**src/hw/rtl/cps_pkg.sv**
```systemverilog
// Shared definitions for the clamped PID step block: defaults, register
// indexes and the width rule for the saturated product terms.
// No dependencies.
package cps_pkg;

  parameter int unsigned CPS_DATA_WIDTH = 16;

  // Product terms saturate at plus or minus two to the power of this value.
  localparam int unsigned TERM_SAT_EXP = 60;

  localparam int unsigned CPS_CFG_IDX_W = 3;

  typedef enum logic [CPS_CFG_IDX_W-1:0] {
    CFG_PROP_GAIN  = 3'd0,
    CFG_INTEG_GAIN = 3'd1,
    CFG_DERIV_GAIN = 3'd2,
    CFG_OUT_MIN    = 3'd3,
    CFG_OUT_MAX    = 3'd4
  } cfg_idx_e;

  localparam int CPS_PROP_GAIN_RST  = 4;
  localparam int CPS_INTEG_GAIN_RST = 1;
  localparam int CPS_DERIV_GAIN_RST = 1;
  localparam int CPS_OUT_MIN_RST    = 0;
  localparam int CPS_OUT_MAX_RST    = 2047;

  // Width of a saturated product term: the full product width, capped at
  // the width that holds the saturation limit.
  function automatic int unsigned cps_term_w(input int unsigned dw);
    int unsigned pw;
    pw = 2 * dw + 2;
    return (pw > TERM_SAT_EXP + 2) ? TERM_SAT_EXP + 2 : pw;
  endfunction

endpackage

```
**src/hw/rtl/cps_mul.sv**
```systemverilog
// First work stage: forms the error, its change and the three gain products,
// each saturated, and keeps the previous error.
// Depends on cps_pkg.
module cps_mul
  import cps_pkg::*;
#(
  parameter int unsigned DATA_WIDTH = CPS_DATA_WIDTH,
  localparam int unsigned TermW = cps_term_w(DATA_WIDTH)
) (
  input  logic                         clk_i,
  input  logic                         rst_ni,
  input  logic                         valid_i,
  output logic                         ready_o,
  input  logic signed [DATA_WIDTH-1:0] target_i,
  input  logic signed [DATA_WIDTH-1:0] measured_i,
  input  logic signed [DATA_WIDTH-1:0] prop_gain_i,
  input  logic signed [DATA_WIDTH-1:0] integ_gain_i,
  input  logic signed [DATA_WIDTH-1:0] deriv_gain_i,
  output logic                         valid_o,
  input  logic                         ready_i,
  output logic                         rise_o,
  output logic signed [TermW-1:0]      iterm_o,
  output logic signed [TermW-1:0]      pterm_o,
  output logic signed [TermW-1:0]      dterm_o
);

  localparam int unsigned ProdW = 2 * DATA_WIDTH + 2;
  localparam int unsigned ExtW  = (ProdW > TERM_SAT_EXP + 2) ? ProdW : TERM_SAT_EXP + 2;
  localparam logic signed [ExtW-1:0] TermMax =
    {{(ExtW - TERM_SAT_EXP - 1){1'b0}}, 1'b1, {TERM_SAT_EXP{1'b0}}};
  localparam logic signed [ExtW-1:0] TermMin = -TermMax;

  function automatic logic signed [TermW-1:0] sat_term(input logic signed [ProdW-1:0] p);
    logic signed [ExtW-1:0] x;
    logic signed [ExtW-1:0] s;
    x = ExtW'(p);
    if (x > TermMax) begin
      s = TermMax;
    end else if (x < TermMin) begin
      s = TermMin;
    end else begin
      s = x;
    end
    return TermW'(s);
  endfunction

  logic                         valid_q;
  logic signed [DATA_WIDTH:0]   prior_q;
  logic signed [DATA_WIDTH:0]   err;
  logic signed [DATA_WIDTH+1:0] delta;
  logic signed [ProdW-1:0]      i_raw;
  logic signed [ProdW-1:0]      p_raw;
  logic signed [ProdW-1:0]      d_raw;
  logic                         load;
  logic                         rise_q;
  logic signed [TermW-1:0]      iterm_q;
  logic signed [TermW-1:0]      pterm_q;
  logic signed [TermW-1:0]      dterm_q;

  assign ready_o = !valid_q || ready_i;
  assign load    = valid_i && ready_o;

  always_comb begin
    err   = (DATA_WIDTH + 1)'(target_i) - (DATA_WIDTH + 1)'(measured_i);
    delta = (DATA_WIDTH + 2)'(err) - (DATA_WIDTH + 2)'(prior_q);
    i_raw = ProdW'(err) * ProdW'(integ_gain_i);
    p_raw = ProdW'(err) * ProdW'(prop_gain_i);
    d_raw = ProdW'(delta) * ProdW'(deriv_gain_i);
  end

  always_ff @(posedge clk_i or negedge rst_ni) begin
    if (!rst_ni) begin
      valid_q <= 1'b0;
      prior_q <= '0;
    end else begin
      if (ready_o) begin
        valid_q <= valid_i;
      end
      if (load) begin
        prior_q <= err;
      end
    end
  end

  always_ff @(posedge clk_i) begin
    if (load) begin
      rise_q  <= err > prior_q;
      iterm_q <= sat_term(i_raw);
      pterm_q <= sat_term(p_raw);
      dterm_q <= sat_term(d_raw);
    end
  end

  assign valid_o = valid_q;
  assign rise_o  = rise_q;
  assign iterm_o = iterm_q;
  assign pterm_o = pterm_q;
  assign dterm_o = dterm_q;

endmodule

```
**src/hw/rtl/cps_integ.sv**
```systemverilog
// Second work stage: updates and clamps the integrator, and adds the
// proportional and derivative terms.
// Depends on cps_pkg.
module cps_integ
  import cps_pkg::*;
#(
  parameter int unsigned DATA_WIDTH = CPS_DATA_WIDTH,
  localparam int unsigned TermW = cps_term_w(DATA_WIDTH)
) (
  input  logic                         clk_i,
  input  logic                         rst_ni,
  input  logic                         valid_i,
  output logic                         ready_o,
  input  logic                         rise_i,
  input  logic signed [TermW-1:0]      iterm_i,
  input  logic signed [TermW-1:0]      pterm_i,
  input  logic signed [TermW-1:0]      dterm_i,
  input  logic signed [DATA_WIDTH-1:0] out_min_i,
  input  logic signed [DATA_WIDTH-1:0] out_max_i,
  output logic                         valid_o,
  input  logic                         ready_i,
  output logic signed [DATA_WIDTH-1:0] integ_o,
  output logic signed [TermW:0]        pdsum_o
);

  localparam int unsigned AccW = TermW + 1;

  logic                         valid_q;
  logic signed [DATA_WIDTH-1:0] integ_q;
  logic signed [DATA_WIDTH-1:0] integ_d;
  logic signed [TermW:0]        pdsum_q;
  logic signed [AccW-1:0]       acc;
  logic signed [AccW-1:0]       lim_lo;
  logic signed [AccW-1:0]       lim_hi;
  logic signed [AccW-1:0]       acc_lo;
  logic signed [AccW-1:0]       acc_cl;
  logic                         load;

  assign ready_o = !valid_q || ready_i;
  assign load    = valid_i && ready_o;

  always_comb begin
    lim_lo = AccW'(out_min_i);
    lim_hi = AccW'(out_max_i);
    if (rise_i) begin
      acc = AccW'(integ_q) + AccW'(iterm_i);
    end else begin
      acc = AccW'(integ_q) - AccW'(iterm_i);
    end
    acc_lo  = (acc < lim_lo) ? lim_lo : acc;
    acc_cl  = (acc_lo > lim_hi) ? lim_hi : acc_lo;
    integ_d = DATA_WIDTH'(acc_cl);
  end

  always_ff @(posedge clk_i or negedge rst_ni) begin
    if (!rst_ni) begin
      valid_q <= 1'b0;
      integ_q <= '0;
    end else begin
      if (ready_o) begin
        valid_q <= valid_i;
      end
      if (load) begin
        integ_q <= integ_d;
      end
    end
  end

  always_ff @(posedge clk_i) begin
    if (load) begin
      pdsum_q <= (TermW + 1)'(pterm_i) + (TermW + 1)'(dterm_i);
    end
  end

  assign valid_o = valid_q;
  assign integ_o = integ_q;
  assign pdsum_o = pdsum_q;

endmodule

```
**src/hw/rtl/cps_out.sv**
```systemverilog
// Output stage: forms the full-width controller sum, clamps it and holds the
// result in the output register.
// Depends on cps_pkg.
module cps_out
  import cps_pkg::*;
#(
  parameter int unsigned DATA_WIDTH = CPS_DATA_WIDTH,
  localparam int unsigned TermW = cps_term_w(DATA_WIDTH)
) (
  input  logic                         clk_i,
  input  logic                         rst_ni,
  input  logic                         valid_i,
  output logic                         ready_o,
  input  logic signed [DATA_WIDTH-1:0] integ_i,
  input  logic signed [TermW:0]        pdsum_i,
  input  logic signed [DATA_WIDTH-1:0] out_min_i,
  input  logic signed [DATA_WIDTH-1:0] out_max_i,
  output logic                         valid_o,
  input  logic                         ready_i,
  output logic signed [DATA_WIDTH-1:0] drive_o
);

  localparam int unsigned SumW = TermW + 2;

  logic                         valid_q;
  logic signed [DATA_WIDTH-1:0] drive_q;
  logic signed [SumW-1:0]       sum;
  logic signed [SumW-1:0]       lim_lo;
  logic signed [SumW-1:0]       lim_hi;
  logic signed [SumW-1:0]       sum_lo;
  logic signed [SumW-1:0]       sum_cl;

  assign ready_o = !valid_q || ready_i;

  always_comb begin
    lim_lo = SumW'(out_min_i);
    lim_hi = SumW'(out_max_i);
    sum    = SumW'(pdsum_i) + SumW'(integ_i);
    sum_lo = (sum < lim_lo) ? lim_lo : sum;
    sum_cl = (sum_lo > lim_hi) ? lim_hi : sum_lo;
  end

  always_ff @(posedge clk_i or negedge rst_ni) begin
    if (!rst_ni) begin
      valid_q <= 1'b0;
    end else if (ready_o) begin
      valid_q <= valid_i;
    end
  end

  always_ff @(posedge clk_i) begin
    if (valid_i && ready_o) begin
      drive_q <= DATA_WIDTH'(sum_cl);
    end
  end

  assign valid_o = valid_q;
  assign drive_o = drive_q;

endmodule

```
**src/hw/rtl/clamped_pid_step_top.sv**
```systemverilog
// Top level of the clamped PID step block: input register, configuration
// registers and the three work stages.
// Depends on cps_pkg, cps_mul, cps_integ and cps_out.
//
// Usage:
// Each transfer on the s_axis channel carries a setpoint and a measured
// sample; each brings exactly one transfer on the m_axis channel with the
// clamped controller output, in the same order.
// Gains and clamp limits are written through the cfg port (write enable,
// register index, data) while no item is in flight; writes take effect at
// once, writes to unused indexes are ignored.
// The path has four registers: input, products, integrator and output.
// One item can be taken in every cycle while the receiver does not stall, so
// the sustained rate is one item per cycle.
// The integrator and previous error update once per item, in their stage.
// Reset clears every valid flag, the integrator and the previous error and
// loads the default gains and limits; s_axis_tready is high after reset.
// When the receiver stalls, the held result stays on m_axis and the earlier
// stages keep filling; s_axis_tready falls only once all four are full.
module clamped_pid_step_top
  import cps_pkg::*;
#(
  parameter int unsigned DATA_WIDTH = CPS_DATA_WIDTH,
  localparam int unsigned InTdataW  = ((2 * DATA_WIDTH + 7) / 8) * 8,
  localparam int unsigned OutTdataW = ((DATA_WIDTH + 7) / 8) * 8
) (
  input  logic                     clk_i,
  input  logic                     rst_ni,
  input  logic                     s_axis_tvalid,
  output logic                     s_axis_tready,
  // Fields from bit 0 up: target, measured, zero padding.
  input  logic [InTdataW-1:0]      s_axis_tdata,
  output logic                     m_axis_tvalid,
  input  logic                     m_axis_tready,
  // Fields from bit 0 up: drive, zero padding.
  output logic [OutTdataW-1:0]     m_axis_tdata,
  input  logic                     cfg_we_i,
  input  logic [CPS_CFG_IDX_W-1:0] cfg_idx_i,
  input  logic [DATA_WIDTH-1:0]    cfg_data_i
);

  localparam int unsigned TermW = cps_term_w(DATA_WIDTH);

  logic                         in_valid_q;
  logic signed [DATA_WIDTH-1:0] target_q;
  logic signed [DATA_WIDTH-1:0] measured_q;

  logic signed [DATA_WIDTH-1:0] prop_gain_q;
  logic signed [DATA_WIDTH-1:0] integ_gain_q;
  logic signed [DATA_WIDTH-1:0] deriv_gain_q;
  logic signed [DATA_WIDTH-1:0] out_min_q;
  logic signed [DATA_WIDTH-1:0] out_max_q;

  logic                         mul_ready;
  logic                         mul_valid;
  logic                         mul_rise;
  logic signed [TermW-1:0]      mul_iterm;
  logic signed [TermW-1:0]      mul_pterm;
  logic signed [TermW-1:0]      mul_dterm;
  logic                         integ_ready;
  logic                         integ_valid;
  logic signed [DATA_WIDTH-1:0] integ_val;
  logic signed [TermW:0]        integ_pdsum;
  logic                         out_ready;
  logic signed [DATA_WIDTH-1:0] drive;

  assign s_axis_tready = !in_valid_q || mul_ready;

  always_ff @(posedge clk_i or negedge rst_ni) begin
    if (!rst_ni) begin
      in_valid_q <= 1'b0;
    end else if (s_axis_tready) begin
      in_valid_q <= s_axis_tvalid;
    end
  end

  always_ff @(posedge clk_i) begin
    if (s_axis_tvalid && s_axis_tready) begin
      target_q   <= s_axis_tdata[DATA_WIDTH-1:0];
      measured_q <= s_axis_tdata[2*DATA_WIDTH-1:DATA_WIDTH];
    end
  end

  always_ff @(posedge clk_i or negedge rst_ni) begin
    if (!rst_ni) begin
      prop_gain_q  <= DATA_WIDTH'(CPS_PROP_GAIN_RST);
      integ_gain_q <= DATA_WIDTH'(CPS_INTEG_GAIN_RST);
      deriv_gain_q <= DATA_WIDTH'(CPS_DERIV_GAIN_RST);
      out_min_q    <= DATA_WIDTH'(CPS_OUT_MIN_RST);
      out_max_q    <= DATA_WIDTH'(CPS_OUT_MAX_RST);
    end else if (cfg_we_i) begin
      unique case (cfg_idx_e'(cfg_idx_i))
        CFG_PROP_GAIN:  prop_gain_q  <= cfg_data_i;
        CFG_INTEG_GAIN: integ_gain_q <= cfg_data_i;
        CFG_DERIV_GAIN: deriv_gain_q <= cfg_data_i;
        CFG_OUT_MIN:    out_min_q    <= cfg_data_i;
        CFG_OUT_MAX:    out_max_q    <= cfg_data_i;
        default: ;
      endcase
    end
  end

  cps_mul #(
    .DATA_WIDTH(DATA_WIDTH)
  ) u_mul (
    .clk_i       (clk_i),
    .rst_ni      (rst_ni),
    .valid_i     (in_valid_q),
    .ready_o     (mul_ready),
    .target_i    (target_q),
    .measured_i  (measured_q),
    .prop_gain_i (prop_gain_q),
    .integ_gain_i(integ_gain_q),
    .deriv_gain_i(deriv_gain_q),
    .valid_o     (mul_valid),
    .ready_i     (integ_ready),
    .rise_o      (mul_rise),
    .iterm_o     (mul_iterm),
    .pterm_o     (mul_pterm),
    .dterm_o     (mul_dterm)
  );

  cps_integ #(
    .DATA_WIDTH(DATA_WIDTH)
  ) u_integ (
    .clk_i    (clk_i),
    .rst_ni   (rst_ni),
    .valid_i  (mul_valid),
    .ready_o  (integ_ready),
    .rise_i   (mul_rise),
    .iterm_i  (mul_iterm),
    .pterm_i  (mul_pterm),
    .dterm_i  (mul_dterm),
    .out_min_i(out_min_q),
    .out_max_i(out_max_q),
    .valid_o  (integ_valid),
    .ready_i  (out_ready),
    .integ_o  (integ_val),
    .pdsum_o  (integ_pdsum)
  );

  cps_out #(
    .DATA_WIDTH(DATA_WIDTH)
  ) u_out (
    .clk_i    (clk_i),
    .rst_ni   (rst_ni),
    .valid_i  (integ_valid),
    .ready_o  (out_ready),
    .integ_i  (integ_val),
    .pdsum_i  (integ_pdsum),
    .out_min_i(out_min_q),
    .out_max_i(out_max_q),
    .valid_o  (m_axis_tvalid),
    .ready_i  (m_axis_tready),
    .drive_o  (drive)
  );

  assign m_axis_tdata = OutTdataW'($unsigned(drive));

endmodule

```
**config.mk**
```make
export PLATFORM = sky130hd
export DESIGN_NAME = clamped_pid_step_top
export DESIGN_NICKNAME = d
export VERILOG_FILES = /design/src/hw/rtl/cps_pkg.sv /design/src/hw/rtl/cps_mul.sv /design/src/hw/rtl/cps_integ.sv /design/src/hw/rtl/cps_out.sv /design/src/hw/rtl/clamped_pid_step_top.sv
export SDC_FILE = /design/constraint.sdc
export NUM_CORES = 2
export LEC_CHECK = 0
export BUFFER_PORTS_ARGS = -buffer_cell sky130_fd_sc_hd__buf_2
export CORE_AREA = 2 2 267 466
export DETAILED_ROUTE_END_ITERATION = 6
export DIE_AREA = 0 0 269 468
export PLACE_DENSITY = 0.7
export SLEW_MARGIN = 20
export SYNTH_ARGS = -nofsm -noshare
export SYNTH_HDL_FRONTEND = slang
export SYNTH_HIERARCHICAL = 1
export SYNTH_SLANG_ARGS = --single-unit
```
**constraint.sdc**
```tcl
create_clock -name clk_i -period 11.1 [get_ports clk_i]
set_input_delay 0.555 -clock clk_i [delete_from_list [all_inputs] [get_ports clk_i]]
set_output_delay 0.555 -clock clk_i [all_outputs]
set_load 0.02 [all_outputs]
```
# Yosys cells after proc, flatten, opt, wreduce, memory -nomap -nowiden
# Index checks and enable logic that the tools add are counted.
[totals]
reg_bits = 301
latch_bits = 0
ram_bits = 0
romBits = 0
inputBits = 56
elab_cells = 69
mem_count = 0
[classes]
n_addsub = 6
n_mul = 3
div = 0
magnitude_cmp = 11
eq_ne = 4
shift = 0
n_mux = 5
bitwise_logic = 0
reduce_logical = 21
[op_table]
columns = ["op", "count"]
rows = [
  ["$gt 33x62->1 const B", 2],
  ["$lt 33x61->1 const B", 2],
  ["$mux 35", 2],
  ["$mul 17x16->33", 2],
  ["$gt 34x62->1 const B", 1],
  ["$lt 34x61->1 const B", 1],
  ["$add 35x16->36", 1],
  ["$gt 36x16->1", 1],
  ["$lt 36x16->1", 1],
  ["$mux 36", 1],
  ["$add 33x34->35", 1],
  ["$gt 35x16->1", 1],
  ["$lt 35x16->1", 1],
  ["$add 16x33->34", 1],
  ["$mul 18x16->34", 1],
  ["$sub 16x33->34", 1],
  ["$mux 16", 2],
  ["$sub 17x17->18", 1],
  ["$gt 17x17->1", 1],
  ["$sub 16x16->17", 1],
  ["$reduce_and 2->1", 5],
  ["$eq 3x2->1 const B", 2],
  ["$reduce_or 2->1", 3],
  ["$logic_and 1x1->1", 4],
  ["other kinds (5)", 11],
]

# Longest topological paths before layout
[depth]
depth_word = 6
mapped_depth = 42
ltp_nobuf = 40

# Modules after synthesis
# Netlist, hierarchy kept.
[modules_own_cells]
columns = ["mod", "instances", "cells_each", "area_each_um2", "seq_area_each_um2"]
rows = [
  ["cps_mul", 1, 4025, 37697.4, 3483.3],
  ["cps_integ", 1, 934, 7860.0, 1476.4],
  ["cps_out", 1, 602, 4875.9, 505.5],
  ["clamped_pid_step_top", 1, 209, 4096.4, 3005.4],
]

# Worst setup path before layout
# No wires, ideal clock.
[synth_timing]
path_type = "register to register"
start = "register target_q[0]"
end = "register u_mul.dterm_q[30] (netlist: u_mul/dterm_o[30]) (data pin)"
setup_ps = 259
arrival_time_ps = 9080
required_ps = 10841
setup_slack_ps = 1762
path_stages_with_launch = 37
path_buffers = 3
period_less_slack_ps = 9338
cell_sequence = "edfxtp_1 > inv_1 > ha_1 > inv_1 > fa_1 > a21o_1 > a21o_1 > a21oi_1 > o21ai_0 > a311o_1 > xor2_1 > clkbuf_1 > ha_1 > clkbuf_1 > and2_1 > o21a_1 > o41ai_4 > buf_6 > mux2_4 > fa_1 > inv_1 > fa_1 > fa_1 > fa_1 > fa_1 > inv_1 > fa_1 > inv_1 > ha_1 > o21ai_0 > a22oi_1 > a41o_1 > a31o_2 > o41ai_1 > nand2b_1 > a21oi_1 > xnor2_1"
[synth_via]
elab_chain_len = 5
[synth_rtl]
columns = ["item", "line", "text"]
rows = [
  ["start: declaration", "clamped_pid_step_top.sv:45", "logic signed [DATA_WIDTH-1:0] target_q;"],
  ["start signal: assignment", "clamped_pid_step_top.sv:79", "target_q <= s_axis_tdata[DATA_WIDTH-1:0];"],
  ["$sub 16x16->17 (*)", "cps_mul.sv:64", "err = (DATA_WIDTH + 1)'(target_i) - (DATA_WIDTH + 1)'(measured_i);"],
  ["net u_mul.err[12]", "cps_mul.sv:49", "logic signed [DATA_WIDTH:0] err;"],
  ["$sub 17x17->18 (*)", "cps_mul.sv:65", "delta = (DATA_WIDTH + 2)'(err) - (DATA_WIDTH + 2)'(prior_q);"],
  ["$mul 18x16->34 (*)", "cps_mul.sv:68", "d_raw = ProdW'(delta) * ProdW'(deriv_gain_i);"],
  ["net u_mul.d_raw[30]", "cps_mul.sv:53", "logic signed [ProdW-1:0] d_raw;"],
  ["$gt 34x62->1 or $lt 34x61->1 (tied branches)", "cps_mul.sv:37, cps_mul.sv:39", ""],
  ["$reduce_or 2->1 (no source line)", "-", ""],
  ["end signal: assignment", "cps_mul.sv:90", "dterm_q <= sat_term(d_raw);"],
  ["end: declaration", "cps_mul.sv:58", "logic signed [TermW-1:0] dterm_q;"],
]
# Mark *: on every way through the listed nets, which the timed path passes. The rest lies on a longest branch.
# A chain may end at the register's enable or synchronous reset.

# Worst setup path in the final report
[layout_timing]
start = "register target_q[0]"
end = "register u_mul.dterm_q[27] (netlist: u_mul/dterm_o[27]) (data pin)"
[layout_via]
elab_chain_len = 5
[layout_rtl]
columns = ["item", "line"]
rows = [
  ["$sub 16x16->17 (*)", "cps_mul.sv:64"],
  ["$sub 17x17->18 (*)", "cps_mul.sv:65"],
  ["$mul 18x16->34 (*)", "cps_mul.sv:68"],
  ["net u_mul.d_raw[27]", "cps_mul.sv:53"],
  ["$gt 34x62->1 or $lt 34x61->1 (tied branches)", "cps_mul.sv:37, cps_mul.sv:39"],
  ["$reduce_or 2->1 (no source line)", "-"],
]
# Marked as above.

==> results.cfg <==
[grt]
grt_pass1_vias = 44750
gr-usage-all-layers_pct = 25.10
gr-total-overflow = 0
grt_max_degree = 67
grt_pass1_wl_mm = 242.1
antenna_found_initial = 10

[synth]
synth_commonest_cells = 1043 x inv_1, 841 x fa_1, 622 x nand2_1
seq_area_frac_synth_pct = 15.53
ys.warnings.count = 6
synthesis.instances = 5770
ys_ff_latch = 301
synth_area_per_cell_um2 = 9.451
async_reset_ff_share_pct = 38.87
synth_cell_types = 103
synth-main-ff-cell = edfxtp_1
synth_nets = 7204
synth_edf_count = 184
syn-cell-area_um2 = 54530
synth_top_area_share_pct = 30.88
synth.area.top_cells = fa_1 31%, ha_1 12%, edfxtp_1 10%, inv_1 7.2%, dfrtp_1 4.7%
yosysTopAreaCell = fa_1
synth_most_common_cell = inv_1

[job]
max_cap_violations = 0

[timing]
fin_crit_ns = 10.34
worst_slack_ns = 0.7561
skew_ns = 0.02337
setup_tns_ns = 0
rsz0062_at_grt = false
post-route-period-util_pct = 93.19
relSlewSlack_pct = 22.52
setup_violations = 0
tightest_slew_ns = 1.159
final_hold_viol_count = 0
drv_slew = 0
max_freq_mhz = 96.68

[finish]
multi_input_area_um2 = 41330
utilization_pct = 47.13
register_area_um2 = 8471
fillCellCount = 11440
final_nets = 7158
final_layout_size_suffix_gt1_share_pct = 7.846
syn_to_final_growth_pct = 5.700

[placement]
portBuffers = 73
post-dp-hpwl_mm = 123.3
gp_congestion = 0.9676
dpl_worst_slack_ns = 0.8720

[worst_setup_path]
critical_path_class = flip-flop to flip-flop
cp-start-kind = flip-flop
crit_arrival_ns = 10.71
crit_fanout = 15
crit_top_cell = fa_1
cpMaxStageDelayCell = o21ai_2
max_stage_delay_ns = 0.68
ff2ff_setup_slack_ns = 0.76
required_ns = 11.47
end_kind = flip-flop

[drt]
drt_first_pass_iters = 7
drt_iter0_drc = 2035
dr_total_vias = 40750
vias_per_cell = 5.514
totalWireLength_mm = 152.6
drc = 5
final_antenna_net_count = 0
post_drt_wl_per_cell_um = 20.65

[floorplan]
coreArea_um2 = 122300
start_util_pct = 44.59
chipWidth_um = 269
dieArea_um2 = 125900
fp.dieH_um = 468
num_rows = 170
io_pins = 74

[clocking]
clkSinkCount = 301
clk_pin_slew_ns = 0.08
cts-root-buf = clkbuf_16
cts_tree = yes
clock_path_buffers = 3
cts_buffers = 30
clock_latency_ns = 0.64
htree_levels = 1

[outcome]
violations = DRC
status = finished with violations

[hold_path]
hold_class = input port to flip-flop
-- critical path: cells and delay by family, from the launching register on --
family,cells,cell delay (ns)
adders and majority gates,10,4.31
AOI/OAI and AO/OA,17,3.90
and+or+nand+nor,3,0.49
buffers and inverters,6,0.42
DFF,1,0.37
xor gates and xnor gates,1,0.34
muxes,1,0.19
-- state kept, by name (all words and copies together) (netlist names) --
name,cells
deriv_gain_q,16
in_valid_q,1
integ_gain_q,16
measured_q,16
out_max_q,16
out_min_q,16
prop_gain_q,16
target_q,16
u_integ/integ_o,16
u_integ/pdsum_o,35
u_integ/valid_o,1
u_mul/dterm_o,34
u_mul/iterm_o,33
u_mul/prior_q,17
u_mul/pterm_o,33
u_mul/rise_o,1
u_mul/valid_o,1
u_out/drive_o,16
u_out/valid_o,1
-- stage by stage --
step | hold slack, ns | instances | cell area, um^2
global route | 0.08612 | 7383 | 57620
detailed placement | 0.4703 | 7325 | 56580
finish | 0.09363 | 7390 | 57640
global placement | 0.4613 | 7324 | 56570
CTS | 0.06990 | 7382 | 57600
floorplan | 0.2594 | 5770 | 54530
-- cell families (layout without fill, tap and decap cells) --
kind of cell | Yosys count | count (layout) | share of synthesized area, %
DFF | 301 | 301 | 15.53
buffers and inverters | 1258 | 1236 | 8.933
AOI/OAI and AO/OA | 787 | 787 | 9.387
other | 0 | 8 | 0
muxes | 198 | 198 | 4.059
xor gates and xnor gates | 260 | 260 | 4.176
adders and majority gates | 1379 | 1379 | 43.22
and+or+nand+nor | 1587 | 1587 | 14.70
-- final timing paths --
| kind | startpoint | to | cells past startpoint |
|---|---|---|---|
| worst max-delay path | target_q[0] | u_mul/dterm_o[27] | 38 |
| worst min-delay path | s_axis_tdata[19] | measured_q[3] | 1 |
| worst max register to register | target_q[0] | u_mul/dterm_o[27] | 38 |
| worst min register to register | u_integ/valid_o | u_out/valid_o | 1 |
| max in group asynchronous | rst_ni | deriv_gain_q[13] | 3 |
| min in group asynchronous | rst_ni | u_out/valid_o | 2 |
-- metal layers --
layer,part of all wire [%],up-vias,wire length [um],track usage (%)
li1,-,18470,-,-
met1,34,20510,51260,25.15
met2,51,1221,78430,45.61
met3,4.2,548,6443,2.738
met4,11,2,16430,22.00
met5,0.0085,-,13,0
-- area by class of cell --
| class | instances | share of cell area, % |
|---|---|---|
| clock buffer | 40 | 1.441 |
| inverter | 1045 | 6.810 |
| clock inverter | 16 | 0.3213 |
| sequential | 301 | 14.70 |
| antenna | 8 | 0.03473 |
| tap | 1634 | 3.547 |
| multi-input combinational | 4211 | 71.70 |
| timing repair buffer | 135 | 1.450 |
-- cell usage in the layout, fill, tap and decap left out, types with 25 or more instances in the layout --
cell type  netlist  routed
inv_1         1043    1043
fa_1           841     841
nand2_1        622     622
ha_1           537     537
and2_1         304     303
a21oi_1        244     244
edfxtp_1       184     184
mux2_2         169     169
nor2_1         162     162
xnor2_1        171     161
o21ai_0        154     154
nand2b_1       119     119
a21o_1         107     107
dfrtp_1        103     103
xor2_1          89      83
nand3_1         77      77
buf_2           21      72
nor2b_1         66      66
buf_4            6      62
nor3_1          50      50
and3_1          45      45
nand4_1         42      42
a31oi_1         34      34
o21a_1          33      33
clkbuf_16        0      30
a211oi_1        26      26
mux2i_1         25      25
-- what timing repair did --
action / in CTS / in global routing
setup buffers: 0 / 0
endpoints found under the hold margin: 40 / 0
hold buffers: 1 / 0
endpoints found under the setup margin: 0 / 0
resized for setup: 0 / 0
Power is not shown: default switching activity piles up to over one toggle a cycle in this logic, so the estimate is an artifact.
